==> config.mk <==
export PLATFORM = sky130hd
export DESIGN_NAME = sorted_list_intersection_core_flat
export DESIGN_NICKNAME = d
export VERILOG_FILES = /design/src/slix_pkg.sv /design/src/slix_chan_if.sv /design/src/slix_ram.sv /design/src/slix_rsp_buf.sv /design/src/sorted_list_intersection_core.sv /design/src/flat_wrapper.sv
export VERILOG_INCLUDE_DIRS = /design/src /design/src/src
export SDC_FILE = /design/constraint.sdc
export NUM_CORES = 2
export LEC_CHECK = 0
export ABC_AREA = 0
export BUFFER_PORTS_ARGS = -buffer_cell sky130_fd_sc_hd__clkbuf_2
export CAP_MARGIN = 20
export CORE_ASPECT_RATIO = 0.7
export CORE_MARGIN = 2
export CORE_UTILIZATION = 40
export CTS_CLUSTER_SIZE = 12
export DETAILED_ROUTE_END_ITERATION = 10
export PLACE_DENSITY = 0.63
export SYNTH_ARGS = -nofsm -noshare
export SYNTH_HDL_FRONTEND = slang
export SYNTH_HIERARCHICAL = 1
export SYNTH_SLANG_ARGS = --single-unit
export TNS_END_PERCENT = 50
==> constraint.sdc <==
create_clock -name clock -period 9.23 [get_ports clock]
set_clock_uncertainty 0.2 [all_clocks]
set_input_delay 2.3075 -clock clock [delete_from_list [all_inputs] [get_ports clock]]
set_output_delay 2.3075 -clock clock [all_outputs]
set_load 0.01 [all_outputs]
==> src/sorted_list_intersection_core_macros.svh <==
// ----------------------------------------------------------------------------
// Assertion macros for the sorted list intersection core.
// Both macros sample on the rising edge of clock and are off during reset.
// ----------------------------------------------------------------------------
`ifndef SORTED_LIST_INTERSECTION_CORE_MACROS_SVH
`define SORTED_LIST_INTERSECTION_CORE_MACROS_SVH
`ifndef SYNTHESIS
`define SLIX_ASSERT_IMPLIES(label, ante, cons, msg) \
   label: assert property (@(posedge clock) disable iff (reset) (ante) |-> (cons)) \
      else $error(msg);
`define SLIX_ASSERT_NEXT(label, ante, cons, msg) \
   label: assert property (@(posedge clock) disable iff (reset) (ante) |=> (cons)) \
      else $error(msg);
`else
`define SLIX_ASSERT_IMPLIES(label, ante, cons, msg)
`define SLIX_ASSERT_NEXT(label, ante, cons, msg)
`endif
`endif

==> src/slix_pkg.sv <==
// ----------------------------------------------------------------------------
// slix_pkg
// Shared types and constants of the sorted list intersection core.
// ----------------------------------------------------------------------------
package slix_pkg;

   localparam int ValueWidth = 32;
   localparam int ResultCountWidth = 6;
   // A run delivers at most this many transactions.
   localparam logic [ResultCountWidth-1:0] ResultLimit = 6'd32;

   typedef logic [1:0] action_type;
   localparam action_type ACT_LOAD_A = 2'd0;
   localparam action_type ACT_LOAD_B = 2'd1;
   localparam action_type ACT_RUN    = 2'd2;

   typedef struct packed {
      logic signed [ValueWidth-1:0] common_value;
      logic                         is_last;
      logic                         is_empty;
      logic                         overflow;
   } rsp_payload_type;

endpackage

==> src/slix_chan_if.sv <==
// ----------------------------------------------------------------------------
// slix channel interfaces
// Valid/ready channels for requests and results of the intersection core.
// ----------------------------------------------------------------------------
interface slix_req_if;
   logic                                   valid;
   logic                                   ready;
   slix_pkg::action_type                   action;
   logic signed [slix_pkg::ValueWidth-1:0] value;

   modport source (output valid, output action, output value, input ready);
   modport sink (input valid, input action, input value, output ready);
endinterface

interface slix_rsp_if;
   logic                                   valid;
   logic                                   ready;
   logic signed [slix_pkg::ValueWidth-1:0] common_value;
   logic                                   is_last;
   logic                                   is_empty;
   logic                                   overflow;

   modport source (output valid, output common_value, output is_last, output is_empty,
                   output overflow, input ready);
   modport sink (input valid, input common_value, input is_last, input is_empty,
                 input overflow, output ready);
endinterface

==> src/slix_ram.sv <==
// ----------------------------------------------------------------------------
// slix_ram
// Simple dual-port RAM: one write port, one read port with registered data.
// ----------------------------------------------------------------------------
module slix_ram #(
   parameter int Width = 32,
   parameter int Depth = 32
) (
   input  logic                     clock,
   input  logic                     wr_en,
   input  logic [$clog2(Depth)-1:0] wr_addr,
   input  logic [Width-1:0]         wr_data,
   input  logic                     rd_en,
   input  logic [$clog2(Depth)-1:0] rd_addr,
   output logic [Width-1:0]         rd_data
);

   logic [Width-1:0] mem [Depth];
   logic [Width-1:0] rd_data_ff;

   always_ff @(posedge clock) begin
      if (wr_en) begin
         mem[wr_addr] <= wr_data;
      end
      if (rd_en) begin
         rd_data_ff <= mem[rd_addr];
      end
   end

   assign rd_data = rd_data_ff;

endmodule

==> src/slix_rsp_buf.sv <==
// ----------------------------------------------------------------------------
// slix_rsp_buf
// Output register of the result channel; decouples the merge from the sink.
// ----------------------------------------------------------------------------
module slix_rsp_buf (
   input  logic                      clock,
   input  logic                      reset,
   input  logic                      push,
   input  slix_pkg::rsp_payload_type push_data,
   output logic                      can_push,
   slix_rsp_if.source                rsp_chan
);

   logic                      valid_ff;
   logic                      valid_in;
   slix_pkg::rsp_payload_type data_ff;
   slix_pkg::rsp_payload_type data_in;

   assign can_push = !valid_ff || rsp_chan.ready;

   always_comb begin
      valid_in = push || (valid_ff && !rsp_chan.ready);
      data_in  = push ? push_data : data_ff;
   end

   always_ff @(posedge clock) begin
      if (reset) begin
         valid_ff <= 1'b0;
      end else begin
         valid_ff <= valid_in;
      end
      data_ff <= data_in;
   end

   assign rsp_chan.valid        = valid_ff;
   assign rsp_chan.common_value = data_ff.common_value;
   assign rsp_chan.is_last      = data_ff.is_last;
   assign rsp_chan.is_empty     = data_ff.is_empty;
   assign rsp_chan.overflow     = data_ff.overflow;

endmodule

==> src/sorted_list_intersection_core.sv <==
// ----------------------------------------------------------------------------
// sorted_list_intersection_core: intersection of two loaded lists by sort and merge.
// Load: direct write into an empty list, overflow on a full one, else an insertion walk
// shifts larger elements up. Run: one compare unit merges, sink stalls can hold it.
// Synchronous reset clears counts, flags and the sequencer; list RAMs are not cleared.
// ----------------------------------------------------------------------------
`include "sorted_list_intersection_core_macros.svh"

module sorted_list_intersection_core #(
   parameter int MAX_ITEMS = 32
) (
   input logic         clock,
   input logic         reset,
   slix_req_if.sink    req_chan,
   slix_rsp_if.source  rsp_chan
);

   localparam int AddrWidth  = $clog2(MAX_ITEMS);
   localparam int CountWidth = $clog2(MAX_ITEMS + 1);
   localparam logic [CountWidth-1:0] CountFull = CountWidth'(MAX_ITEMS);
   localparam logic [CountWidth-1:0] CountOne  = CountWidth'(1);
   localparam logic [CountWidth-1:0] CountTwo  = CountWidth'(2);

   typedef enum logic [2:0] {
      ST_IDLE,
      ST_INS_CMP,
      ST_INS_LAST,
      ST_MRG_CMP,
      ST_FLUSH
   } state_type;

   state_type                              state_ff, state_in;
   logic [CountWidth-1:0]                  cnt_a_ff, cnt_a_in;
   logic [CountWidth-1:0]                  cnt_b_ff, cnt_b_in;
   logic                                   ovf_ff, ovf_in;
   logic                                   sel_b_ff, sel_b_in;
   logic signed [slix_pkg::ValueWidth-1:0] ins_val_ff, ins_val_in;
   logic [CountWidth-1:0]                  pos_ff, pos_in;
   logic [CountWidth-1:0]                  ia_ff, ia_in;
   logic [CountWidth-1:0]                  ib_ff, ib_in;
   logic [slix_pkg::ResultCountWidth-1:0]  match_ff, match_in;
   logic                                   pend_v_ff, pend_v_in;
   logic signed [slix_pkg::ValueWidth-1:0] pend_val_ff, pend_val_in;

   logic                                   req_accept;
   logic [CountWidth-1:0]                  cnt_req;
   logic [CountWidth-1:0]                  cnt_m1;
   logic [CountWidth-1:0]                  pos_m2;
   logic [CountWidth-1:0]                  ia_nx;
   logic [CountWidth-1:0]                  ib_nx;
   logic [slix_pkg::ResultCountWidth-1:0]  match_nx;

   logic                                   lsel;
   logic                                   wr_en;
   logic [AddrWidth-1:0]                   wr_addr;
   logic [slix_pkg::ValueWidth-1:0]        wr_data;
   logic                                   ra_re, rb_re;
   logic [AddrWidth-1:0]                   ra_addr, rb_addr;
   logic [slix_pkg::ValueWidth-1:0]        ra_q, rb_q;
   logic signed [slix_pkg::ValueWidth-1:0] ins_q;

   logic                                   rsp_push;
   logic                                   rsp_can_push;
   slix_pkg::rsp_payload_type              rsp_data;

   assign req_chan.ready = (state_ff == ST_IDLE);
   assign req_accept     = req_chan.valid && req_chan.ready;

   assign cnt_req  = (req_chan.action == slix_pkg::ACT_LOAD_B) ? cnt_b_ff : cnt_a_ff;
   assign cnt_m1   = cnt_req - CountOne;
   assign pos_m2   = pos_ff - CountTwo;
   assign ia_nx    = ia_ff + CountOne;
   assign ib_nx    = ib_ff + CountOne;
   assign match_nx = match_ff + slix_pkg::ResultCountWidth'(1);
   assign ins_q    = $signed(sel_b_ff ? rb_q : ra_q);

   always_comb begin
      state_in    = state_ff;
      cnt_a_in    = cnt_a_ff;
      cnt_b_in    = cnt_b_ff;
      ovf_in      = ovf_ff;
      sel_b_in    = sel_b_ff;
      ins_val_in  = ins_val_ff;
      pos_in      = pos_ff;
      ia_in       = ia_ff;
      ib_in       = ib_ff;
      match_in    = match_ff;
      pend_v_in   = pend_v_ff;
      pend_val_in = pend_val_ff;
      lsel        = sel_b_ff;
      wr_en       = 1'b0;
      wr_addr     = '0;
      wr_data     = ins_val_ff;
      ra_re       = 1'b0;
      rb_re       = 1'b0;
      ra_addr     = '0;
      rb_addr     = '0;
      rsp_push    = 1'b0;
      rsp_data.common_value = pend_val_ff;
      rsp_data.is_last      = 1'b0;
      rsp_data.is_empty     = 1'b0;
      rsp_data.overflow     = ovf_ff;

      unique case (state_ff)
         ST_IDLE: begin
            lsel = (req_chan.action == slix_pkg::ACT_LOAD_B);
            if (req_accept) begin
               unique case (req_chan.action)
                  slix_pkg::ACT_LOAD_A, slix_pkg::ACT_LOAD_B: begin
                     if (cnt_req == CountFull) begin
                        ovf_in = 1'b1;
                     end else begin
                        sel_b_in   = lsel;
                        ins_val_in = req_chan.value;
                        pos_in     = cnt_req;
                        if (cnt_req == '0) begin
                           wr_en   = 1'b1;
                           wr_data = req_chan.value;
                           if (lsel) begin
                              cnt_b_in = cnt_b_ff + CountOne;
                           end else begin
                              cnt_a_in = cnt_a_ff + CountOne;
                           end
                        end else begin
                           // Start the insertion walk at the current tail.
                           ra_re    = !lsel;
                           rb_re    = lsel;
                           ra_addr  = cnt_m1[AddrWidth-1:0];
                           rb_addr  = cnt_m1[AddrWidth-1:0];
                           state_in = ST_INS_CMP;
                        end
                     end
                  end
                  slix_pkg::ACT_RUN: begin
                     ia_in     = '0;
                     ib_in     = '0;
                     match_in  = '0;
                     pend_v_in = 1'b0;
                     if (cnt_a_ff == '0 || cnt_b_ff == '0) begin
                        state_in = ST_FLUSH;
                     end else begin
                        ra_re    = 1'b1;
                        rb_re    = 1'b1;
                        state_in = ST_MRG_CMP;
                     end
                  end
                  default: begin
                  end
               endcase
            end
         end

         ST_INS_CMP: begin
            if (ins_q > ins_val_ff) begin
               // Shift the larger element up one place and keep walking down.
               wr_en   = 1'b1;
               wr_addr = pos_ff[AddrWidth-1:0];
               wr_data = ins_q;
               pos_in  = pos_ff - CountOne;
               if (pos_ff == CountOne) begin
                  state_in = ST_INS_LAST;
               end else begin
                  ra_re   = !sel_b_ff;
                  rb_re   = sel_b_ff;
                  ra_addr = pos_m2[AddrWidth-1:0];
                  rb_addr = pos_m2[AddrWidth-1:0];
               end
            end else begin
               wr_en    = 1'b1;
               wr_addr  = pos_ff[AddrWidth-1:0];
               state_in = ST_IDLE;
               if (sel_b_ff) begin
                  cnt_b_in = cnt_b_ff + CountOne;
               end else begin
                  cnt_a_in = cnt_a_ff + CountOne;
               end
            end
         end

         ST_INS_LAST: begin
            wr_en    = 1'b1;
            state_in = ST_IDLE;
            if (sel_b_ff) begin
               cnt_b_in = cnt_b_ff + CountOne;
            end else begin
               cnt_a_in = cnt_a_ff + CountOne;
            end
         end

         ST_MRG_CMP: begin
            if ($signed(ra_q) == $signed(rb_q)) begin
               // A match waits in the pending register until we know whether it is last.
               if (!pend_v_ff || rsp_can_push) begin
                  rsp_push    = pend_v_ff;
                  pend_v_in   = 1'b1;
                  pend_val_in = $signed(ra_q);
                  match_in    = match_nx;
                  ia_in       = ia_nx;
                  ib_in       = ib_nx;
                  if (ia_nx == cnt_a_ff || ib_nx == cnt_b_ff ||
                      match_nx == slix_pkg::ResultLimit) begin
                     state_in = ST_FLUSH;
                  end else begin
                     ra_re   = 1'b1;
                     rb_re   = 1'b1;
                     ra_addr = ia_nx[AddrWidth-1:0];
                     rb_addr = ib_nx[AddrWidth-1:0];
                  end
               end
            end else if ($signed(ra_q) < $signed(rb_q)) begin
               ia_in = ia_nx;
               if (ia_nx == cnt_a_ff) begin
                  state_in = ST_FLUSH;
               end else begin
                  ra_re   = 1'b1;
                  ra_addr = ia_nx[AddrWidth-1:0];
               end
            end else begin
               ib_in = ib_nx;
               if (ib_nx == cnt_b_ff) begin
                  state_in = ST_FLUSH;
               end else begin
                  rb_re   = 1'b1;
                  rb_addr = ib_nx[AddrWidth-1:0];
               end
            end
         end

         ST_FLUSH: begin
            rsp_data.is_last  = 1'b1;
            rsp_data.is_empty = !pend_v_ff;
            if (!pend_v_ff) begin
               rsp_data.common_value = '0;
            end
            if (rsp_can_push) begin
               rsp_push  = 1'b1;
               cnt_a_in  = '0;
               cnt_b_in  = '0;
               ovf_in    = 1'b0;
               pend_v_in = 1'b0;
               state_in  = ST_IDLE;
            end
         end

         default: begin
            state_in = ST_IDLE;
         end
      endcase
   end

   always_ff @(posedge clock) begin
      if (reset) begin
         state_ff  <= ST_IDLE;
         cnt_a_ff  <= '0;
         cnt_b_ff  <= '0;
         ovf_ff    <= 1'b0;
         pend_v_ff <= 1'b0;
         match_ff  <= '0;
      end else begin
         state_ff  <= state_in;
         cnt_a_ff  <= cnt_a_in;
         cnt_b_ff  <= cnt_b_in;
         ovf_ff    <= ovf_in;
         pend_v_ff <= pend_v_in;
         match_ff  <= match_in;
      end
      sel_b_ff    <= sel_b_in;
      ins_val_ff  <= ins_val_in;
      pos_ff      <= pos_in;
      ia_ff       <= ia_in;
      ib_ff       <= ib_in;
      pend_val_ff <= pend_val_in;
   end

   slix_ram #(
      .Width (slix_pkg::ValueWidth),
      .Depth (MAX_ITEMS)
   ) u_list_a (
      .clock   (clock),
      .wr_en   (wr_en && !lsel),
      .wr_addr (wr_addr),
      .wr_data (wr_data),
      .rd_en   (ra_re),
      .rd_addr (ra_addr),
      .rd_data (ra_q)
   );

   slix_ram #(
      .Width (slix_pkg::ValueWidth),
      .Depth (MAX_ITEMS)
   ) u_list_b (
      .clock   (clock),
      .wr_en   (wr_en && lsel),
      .wr_addr (wr_addr),
      .wr_data (wr_data),
      .rd_en   (rb_re),
      .rd_addr (rb_addr),
      .rd_data (rb_q)
   );

   slix_rsp_buf u_rsp_buf (
      .clock     (clock),
      .reset     (reset),
      .push      (rsp_push),
      .push_data (rsp_data),
      .can_push  (rsp_can_push),
      .rsp_chan  (rsp_chan)
   );

   `SLIX_ASSERT_IMPLIES(a_merge_in_range, state_ff == ST_MRG_CMP,
      (ia_ff < cnt_a_ff) && (ib_ff < cnt_b_ff), "merge cursor beyond list length")
   `SLIX_ASSERT_IMPLIES(a_push_has_room, rsp_push, rsp_can_push,
      "result pushed into a full output register")
   `SLIX_ASSERT_NEXT(a_flush_clears, (state_ff == ST_FLUSH) && rsp_can_push,
      (cnt_a_ff == '0) && (cnt_b_ff == '0) && !ovf_ff && (state_ff == ST_IDLE),
      "run end did not clear lists")
   `SLIX_ASSERT_NEXT(a_full_sets_ovf,
      req_accept && (req_chan.action == slix_pkg::ACT_LOAD_A) && (cnt_a_ff == CountFull),
      ovf_ff, "dropped load did not flag overflow")

endmodule

==> src/flat_wrapper.sv <==
// flat-port wrapper written by rule: the top's interface ports become plain ports
module sorted_list_intersection_core_flat 
#(
   parameter int MAX_ITEMS = 32
)
  (clock, reset, req_chan_valid, req_chan_action, req_chan_value, req_chan_ready, rsp_chan_valid, rsp_chan_common_value, rsp_chan_is_last, rsp_chan_is_empty, rsp_chan_overflow, rsp_chan_ready);
  slix_req_if req_chan_i ();
  slix_rsp_if rsp_chan_i ();
  input logic clock;
  input logic reset;
  input wire logic [$bits(req_chan_i.valid)-1:0] req_chan_valid;
  input wire logic [$bits(req_chan_i.action)-1:0] req_chan_action;
  input wire logic [$bits(req_chan_i.value)-1:0] req_chan_value;
  output wire logic [$bits(req_chan_i.ready)-1:0] req_chan_ready;
  output wire logic [$bits(rsp_chan_i.valid)-1:0] rsp_chan_valid;
  output wire logic [$bits(rsp_chan_i.common_value)-1:0] rsp_chan_common_value;
  output wire logic [$bits(rsp_chan_i.is_last)-1:0] rsp_chan_is_last;
  output wire logic [$bits(rsp_chan_i.is_empty)-1:0] rsp_chan_is_empty;
  output wire logic [$bits(rsp_chan_i.overflow)-1:0] rsp_chan_overflow;
  input wire logic [$bits(rsp_chan_i.ready)-1:0] rsp_chan_ready;
  assign req_chan_i.valid = req_chan_valid;
  assign req_chan_i.action = req_chan_action;
  assign req_chan_i.value = req_chan_value;
  assign req_chan_ready = req_chan_i.ready;
  assign rsp_chan_valid = rsp_chan_i.valid;
  assign rsp_chan_common_value = rsp_chan_i.common_value;
  assign rsp_chan_is_last = rsp_chan_i.is_last;
  assign rsp_chan_is_empty = rsp_chan_i.is_empty;
  assign rsp_chan_overflow = rsp_chan_i.overflow;
  assign rsp_chan_i.ready = rsp_chan_ready;
  sorted_list_intersection_core #(.MAX_ITEMS(MAX_ITEMS)) u_core (.clock(clock), .reset(reset), .req_chan(req_chan_i), .rsp_chan(rsp_chan_i));
endmodule
# After elaboration in Yosys (flattened, before gate mapping)
# Memories as Yosys holds them, arrays and structs flattened. A register that Yosys moved wholly into a read port is not among the register bits.
# Index checks and enable logic that the tools add are counted.
# Widths: inputs -> output; s select.
# op_classes
mux	126
n_eq_ne	35
reduce_logical	39
order_cmp	2
bitwise_logic	1
addsub	8
# ops
operator	count
$mux 32	7
$mux 6	30
$mux 5	17
$pmux 32 s2	1
$pmux 6 s2	4
$pmux 6 s4	2
$mux 1	39
$mux 3	13
$mux 34	1
$eq 32x32->1	1
$gt 32x32->1	1
$lt 32x32->1	1
$add 6x1->6 const B	5
$pmux 5 s3	2
$reduce_and 5->1	5
$logic_not 6->1	3
$ne 2x2->1 const B	9
$ne 3x3->1 const B	6
$reduce_and 8->1	2
$eq 6x6->1	2
$eq 6x6->1 const B	2
$pmux 3 s4	1
$pmux 1 s2	5
$reduce_and 10->1	1
other kinds (29)	51
# totals
mem_count	2
register_bits	142
word_cells	230
ramBits	2048
out_inout_bits	37
inputBits	38
# mem_list
name	words	width	rd	rd_ports_with_merged_regs	wr	line	rtl
u_core.u_list_a.mem	32	32	1	1	1	slix_ram.sv:18	logic [Width-1:0] mem [Depth];
u_core.u_list_b.mem	32	32	1	1	1	slix_ram.sv:18	

# Longest topological paths before layout
# depth
depth_word	11
ltp_mapped	20
depth_no_buf	15

# By module
# The synthesis kept the hierarchy.
# by_module_without_submodules
module	seq_area_each_um2	area_each_um2	n_inst	cells_per_inst
slix_ram	31710.4	40812.9	2	2260
sorted_list_intersection_core	2952.8	7920.1	1	852
slix_rsp_buf	1071.0	1097.3	1	39

# Worst setup path before layout
# OpenSTA, ideal clock, no wires.
# synth_path
kind	input-to-reg
startpoint	input req_chan_action[0]
endpoint	memory u_core.u_list_a.mem[0][2], data pin
t_required_ns	8.021
slack_ns	-0.017
t_arrival_ns	8.038
cell_stages	11
path_buffers	3
setup_ns	1.009
path_cell_list	or2b_4 -> inv_4 -> a21oi_1 -> ha_1 -> inv_1 -> nand4bb_1 -> buf_2 -> and3b_1 -> buf_6 -> clkbuf_1 -> o311ai_0
# synth_via
elab_chain_len	8
elab_cells_between_ends	11
classes_between	2 x eq/ne; 6 x mux; 3 x reduce/logical
# synth_lines
item	line	rtl
start: declaration	flat_wrapper.sv:12	input wire logic [$bits(req_chan_i.action)-1:0] req_chan_action;
$eq 2x1->1	sorted_list_intersection_core.sv:69, sorted_list_intersection_core.sv:108	
$mux 6	sorted_list_intersection_core.sv:69	assign cnt_req = (req_chan.action == slix_pkg::ACT_LOAD_B) ? cnt_b_ff : cnt_a_ff;
$logic_not 6->1	sorted_list_intersection_core.sv:116	if (cnt_req == '0) begin
$mux 32	sorted_list_intersection_core.sv:116	
$mux 32	sorted_list_intersection_core.sv:110	if (cnt_req == CountFull) begin
$mux 32 *	sorted_list_intersection_core.sv:108	unique case (req_chan.action)
$mux 32 *	sorted_list_intersection_core.sv:107	if (req_accept) begin
$pmux 32 s2 *	sorted_list_intersection_core.sv:104	unique case (state_ff)
named net u_core.wr_data (one bit)	sorted_list_intersection_core.sv:56	logic [slix_pkg::ValueWidth-1:0] wr_data;
end: declaration	slix_ram.sv:18	
# The timed path passes the listed nets; every way through them passes the cells marked *.

# Worst setup path in the final report
# layout_path
startpoint	register u_core.sel_b_ff
endpoint	register u_core.u_list_b.rd_data_ff[19], in the netlist u_core/u_list_b/rd_data[19] (read register of u_core.u_list_b.mem), data pin
# layout_via
elab_chain_len	4
elab_cells_between_ends	7
classes_between	1 x order compare; 6 x mux
# layout_lines
item	line	rtl
start: declaration	sorted_list_intersection_core.sv:36	logic sel_b_ff, sel_b_in;
start signal: assignment	sorted_list_intersection_core.sv:267	sel_b_ff <= sel_b_in;
$mux 32	sorted_list_intersection_core.sv:75	assign ins_q = $signed(sel_b_ff ? rb_q : ra_q);
$gt 32x32->1	sorted_list_intersection_core.sv:154	if (ins_q > ins_val_ff) begin
$mux 5	sorted_list_intersection_core.sv:154	
$pmux 5 s3	sorted_list_intersection_core.sv:104	
named net u_core.rb_addr[0]	sorted_list_intersection_core.sv:58	logic [AddrWidth-1:0] ra_addr, rb_addr;
end: declaration	slix_ram.sv:19	logic [Width-1:0] rd_data_ff;
# The timed path passes the listed nets, and every way through them passes these cells.
# A chain may end at the register's enable or synchronous reset.

==> metrics.txt <==
setup slack at placement approximately 1.5 ns; crit path time final 7.89 ns; critical path required time 9.58 ns; RSZ-0062 raised after global routing no; worst setup path category flip-flop to flip-flop; worst reg2reg path startpoint u_core/sel_b_ff$_DFFE_PP_; syn_area_per_cell about 17 um^2; synthesized area 0.0906 mm^2; Max clock buf depth 4; total negative slack 0 ns; Via density around 5.7; total power 0.0265 W; Yosys cell types 76; Leak Pwr 31.2 nW; Die Wd 573 um; Least-Margin Pin Slew 1.19 ns; Final Core Density 0.450; Syn. warnings 6; CP endpoint kind flip-flop; Post-synth top flop edfxtp_1; CP Launch Type flip-flop; drt first-iter violations 6,138; outcome completed; final wirelength 234 mm; Async S/R FF share, synth 0; DR WL/cell about 27 um; Max Clock Freq 127 MHz; grt total ovfl 0; Total GRT Usage 0.197; Synth Register Bits 2,254; largest net degree at the start of global routing 106; Root Driver clkbuf_16; final period utilization 0.855; critical path startpoint u_core/sel_b_ff$_DFFE_PP_; cts hold-fix bufs 0; P&R area growth vs syn 12.2%; vias in the first global route about 47,000; # setup viols final 0; Max Cap Viol 0; Core ar. ~0.23 mm^2; H-tree depth 4; sequential-to-total area share from yosys stat 0.744; Port Buffers 74; share of cells above drive strength 1 0.121; Pins Over Slew Limit 0; post-CTS sizing 0; peak fanout along the critical path 105; drt pass-1 iters 5; gpl congestion just over 0.9; vias 49,942; Clk Latency, worst-skew pair 0.86 ns; Chip Height 402 um; Fin. Hold Viols 0; Initial Util 0.401; headroom to the max-slew limit 0.195; number of synthesized flops with an enable pin 2,230; die area 0.230 mm^2; CTS buffer count 219; Worst-path clk slew around 0.06 ns; TritonCTS clock tree built; R2R setup slack 1.34 ns; io pins 75; cells after synthesis 5,411; Critical Path End u_core/u_list_b/rd_data[19]$_DFFE_PP_; post-route ant nets 0; peak supply drop 0.221 mV; initial antenna violation count 4; clk sink count 2,254; NumNets Final 5,733; Setup Fix Bufs, Post-CTS 0; end of the worst register-to-register path u_core/u_list_b/rd_data[19]$_DFFE_PP_; Final Worst Setup Slack ~1.3 ns; first-pass GRT wire length between 300 and 400 mm; min-delay worst type flip-flop to flip-flop; WHS Path Cells 0; power per cell area 260 mW/mm^2; critical path arrival 8.24 ns; syn nets 5,525; Post-route DRC 0; hold_sp u_core/ovf_ff$_SDFFE_PP0P_; Rows 146; R2R cell count 17; Final HPWL DP ~140 mm
## worst min path at each step
stage / slack, ns / end
3_3_place_gp: 0.23 / u_core/u_rsp_buf/rsp_chan.overflow$_DFFE_PP_
6_report: 0.25 / u_core/u_rsp_buf/rsp_chan.overflow$_DFFE_PP_
4_1_cts: 0.25 / u_core/u_rsp_buf/rsp_chan.overflow$_DFFE_PP_
2_1_floorplan: 0.21 / u_core/u_rsp_buf/rsp_chan.overflow$_DFFE_PP_
3_5_place_dp: 0.23 / u_core/u_rsp_buf/rsp_chan.overflow$_DFFE_PP_
5_1_grt: 0.25 / u_core/u_rsp_buf/rsp_chan.overflow$_DFFE_PP_
## per-stage QoR
step | std cells | cell area [um^2] | hold slack [ns]
global placement | 8426 | 95700 | 0.226
CTS | 8719 | 102000 | 0.252
detailed placement | 8428 | 95800 | 0.234
finish | 8724 | 102000 | 0.250
floorplan | 5411 | 90600 | 0.209
global route | 8723 | 102000 | 0.248
## critical path, stage by stage, from the launching register on
cell and delay [ns]:
edfxtp_1 1.05, buf_4 0.40, mux2_2 0.38, ha_1 0.30, a21oi_1 0.14, o21ai_0 0.18
a221o_1 0.54, a2111oi_0 0.86, nand2_1 0.32, mux2i_1 0.57, a32oi_1 0.28, o21ai_4 0.46
buf_12 0.54, mux2i_1 0.31, a22o_1 0.17, nor3_1 0.05, a31oi_1 0.33, nand3_1 0.24
## where the power goes
part	internal, W	switching (W)
Sequential	0.0126	0.000159
Combinational	0.00178	0.00402
Clock	0.00431	0.00355
## state kept, by name, summed over array words and instances (netlist names), 3 cells and up
| signal | flops |
|---|---|
| u_core/ins_val_ff | 32 |
| u_core/u_rsp_buf/rsp_chan.common_value | 32 |
| u_core/state_ff | 3 |
| u_core/pend_val_ff | 32 |
| u_core/u_list_b/mem | 1024 |
| u_core/ib_ff | 6 |
| u_core/pos_ff | 6 |
| u_core/match_ff | 6 |
| u_core/ia_ff | 6 |
| u_core/u_list_a/rd_data | 32 |
| u_core/u_list_a/mem | 1024 |
| u_core/u_list_b/rd_data | 32 |
| u_core/cnt_b_ff | 6 |
| u_core/cnt_a_ff | 6 |
## kinds of logic after synthesis
| group | Yosys count | synth area share |
|---|---|---|
| flops | 2254 | 0.744 |
| mux | 1071 | 0.119 |
| simple gates | 868 | 0.0451 |
| fa+ha+maj | 76 | 0.0105 |
| compound gates | 740 | 0.0562 |
| xor+xnor | 32 | 0.00340 |
| buf+inv | 370 | 0.0219 |
## final cells by class
class | instances | area, um^2
fillers | 19379 | 124000
flip-flops and latches | 2254 | 67400
multi-input cells | 2787 | 22100
clock buffers | 271 | 5760
well taps | 3034 | 3800
repair buffers | 276 | 2210
inverters | 81 | 307
clock inverters | 20 | 120
diodes | 1 | 2.50
## placed cells by master, fill, tap and decap left out, types with 9 or more instances in the layout
cell	count
nand2_1	307
o21ai_0	16
clkbuf_1	48
nor2b_1	37
clkbuf_2	74
mux2_2	34
ha_1	76
xnor2_1	20
edfxtp_1	2230
nand3b_1	12
inv_1	77
nand4_1	17
nand3_1	223
clkinv_1	11
a22o_1	128
o311ai_2	31
nor2_1	54
mux2i_1	1034
a22oi_1	192
nor2_4	67
a31oi_1	73
a21oi_1	244
dfxtp_1	24
buf_4	176
or3_1	9
buf_12	26
nor3_1	73
xor2_1	10
clkbuf_16	223
## synth_stat cells (8+ instances only)
cell      number  area share
nand3b_1      12     0.00099
a22oi_1      192       0.016
nand2_1      307       0.013
and2_1         8     0.00055
buf_2         67      0.0037
xnor2_1       20      0.0019
buf_4         69      0.0057
ha_1          76       0.010
nor2b_1       41      0.0028
o311ai_0      31      0.0030
edfxtp_1    2230        0.74
inv_1         77      0.0032
a21oi_1      244       0.013
mux2i_1     1034        0.11
a22o_1       128       0.012
nand3_1      223       0.012
or3_1          9     0.00062
dfxtp_1       24      0.0053
buf_6         31      0.0039
clkbuf_1     106      0.0044
o21ai_0       18     0.00099
nor2_1       121      0.0050
xor2_1        10     0.00097
a31oi_1       73      0.0050
mux2_2        34      0.0042
nand2b_1      11     0.00076
nand4_1       17      0.0012
buf_1         12     0.00050
nor3_1        74      0.0041
## metal layers
metal,track usage,vias up,routed length (um)
met3,0.0341,286,19800
met1,0.315,25927,111000
met5,0,-,13
li1,-,21630,-
met2,0.280,2097,99200
met4,0.0402,2,4150
Note: power is estimated with default switching activity, not from simulation.
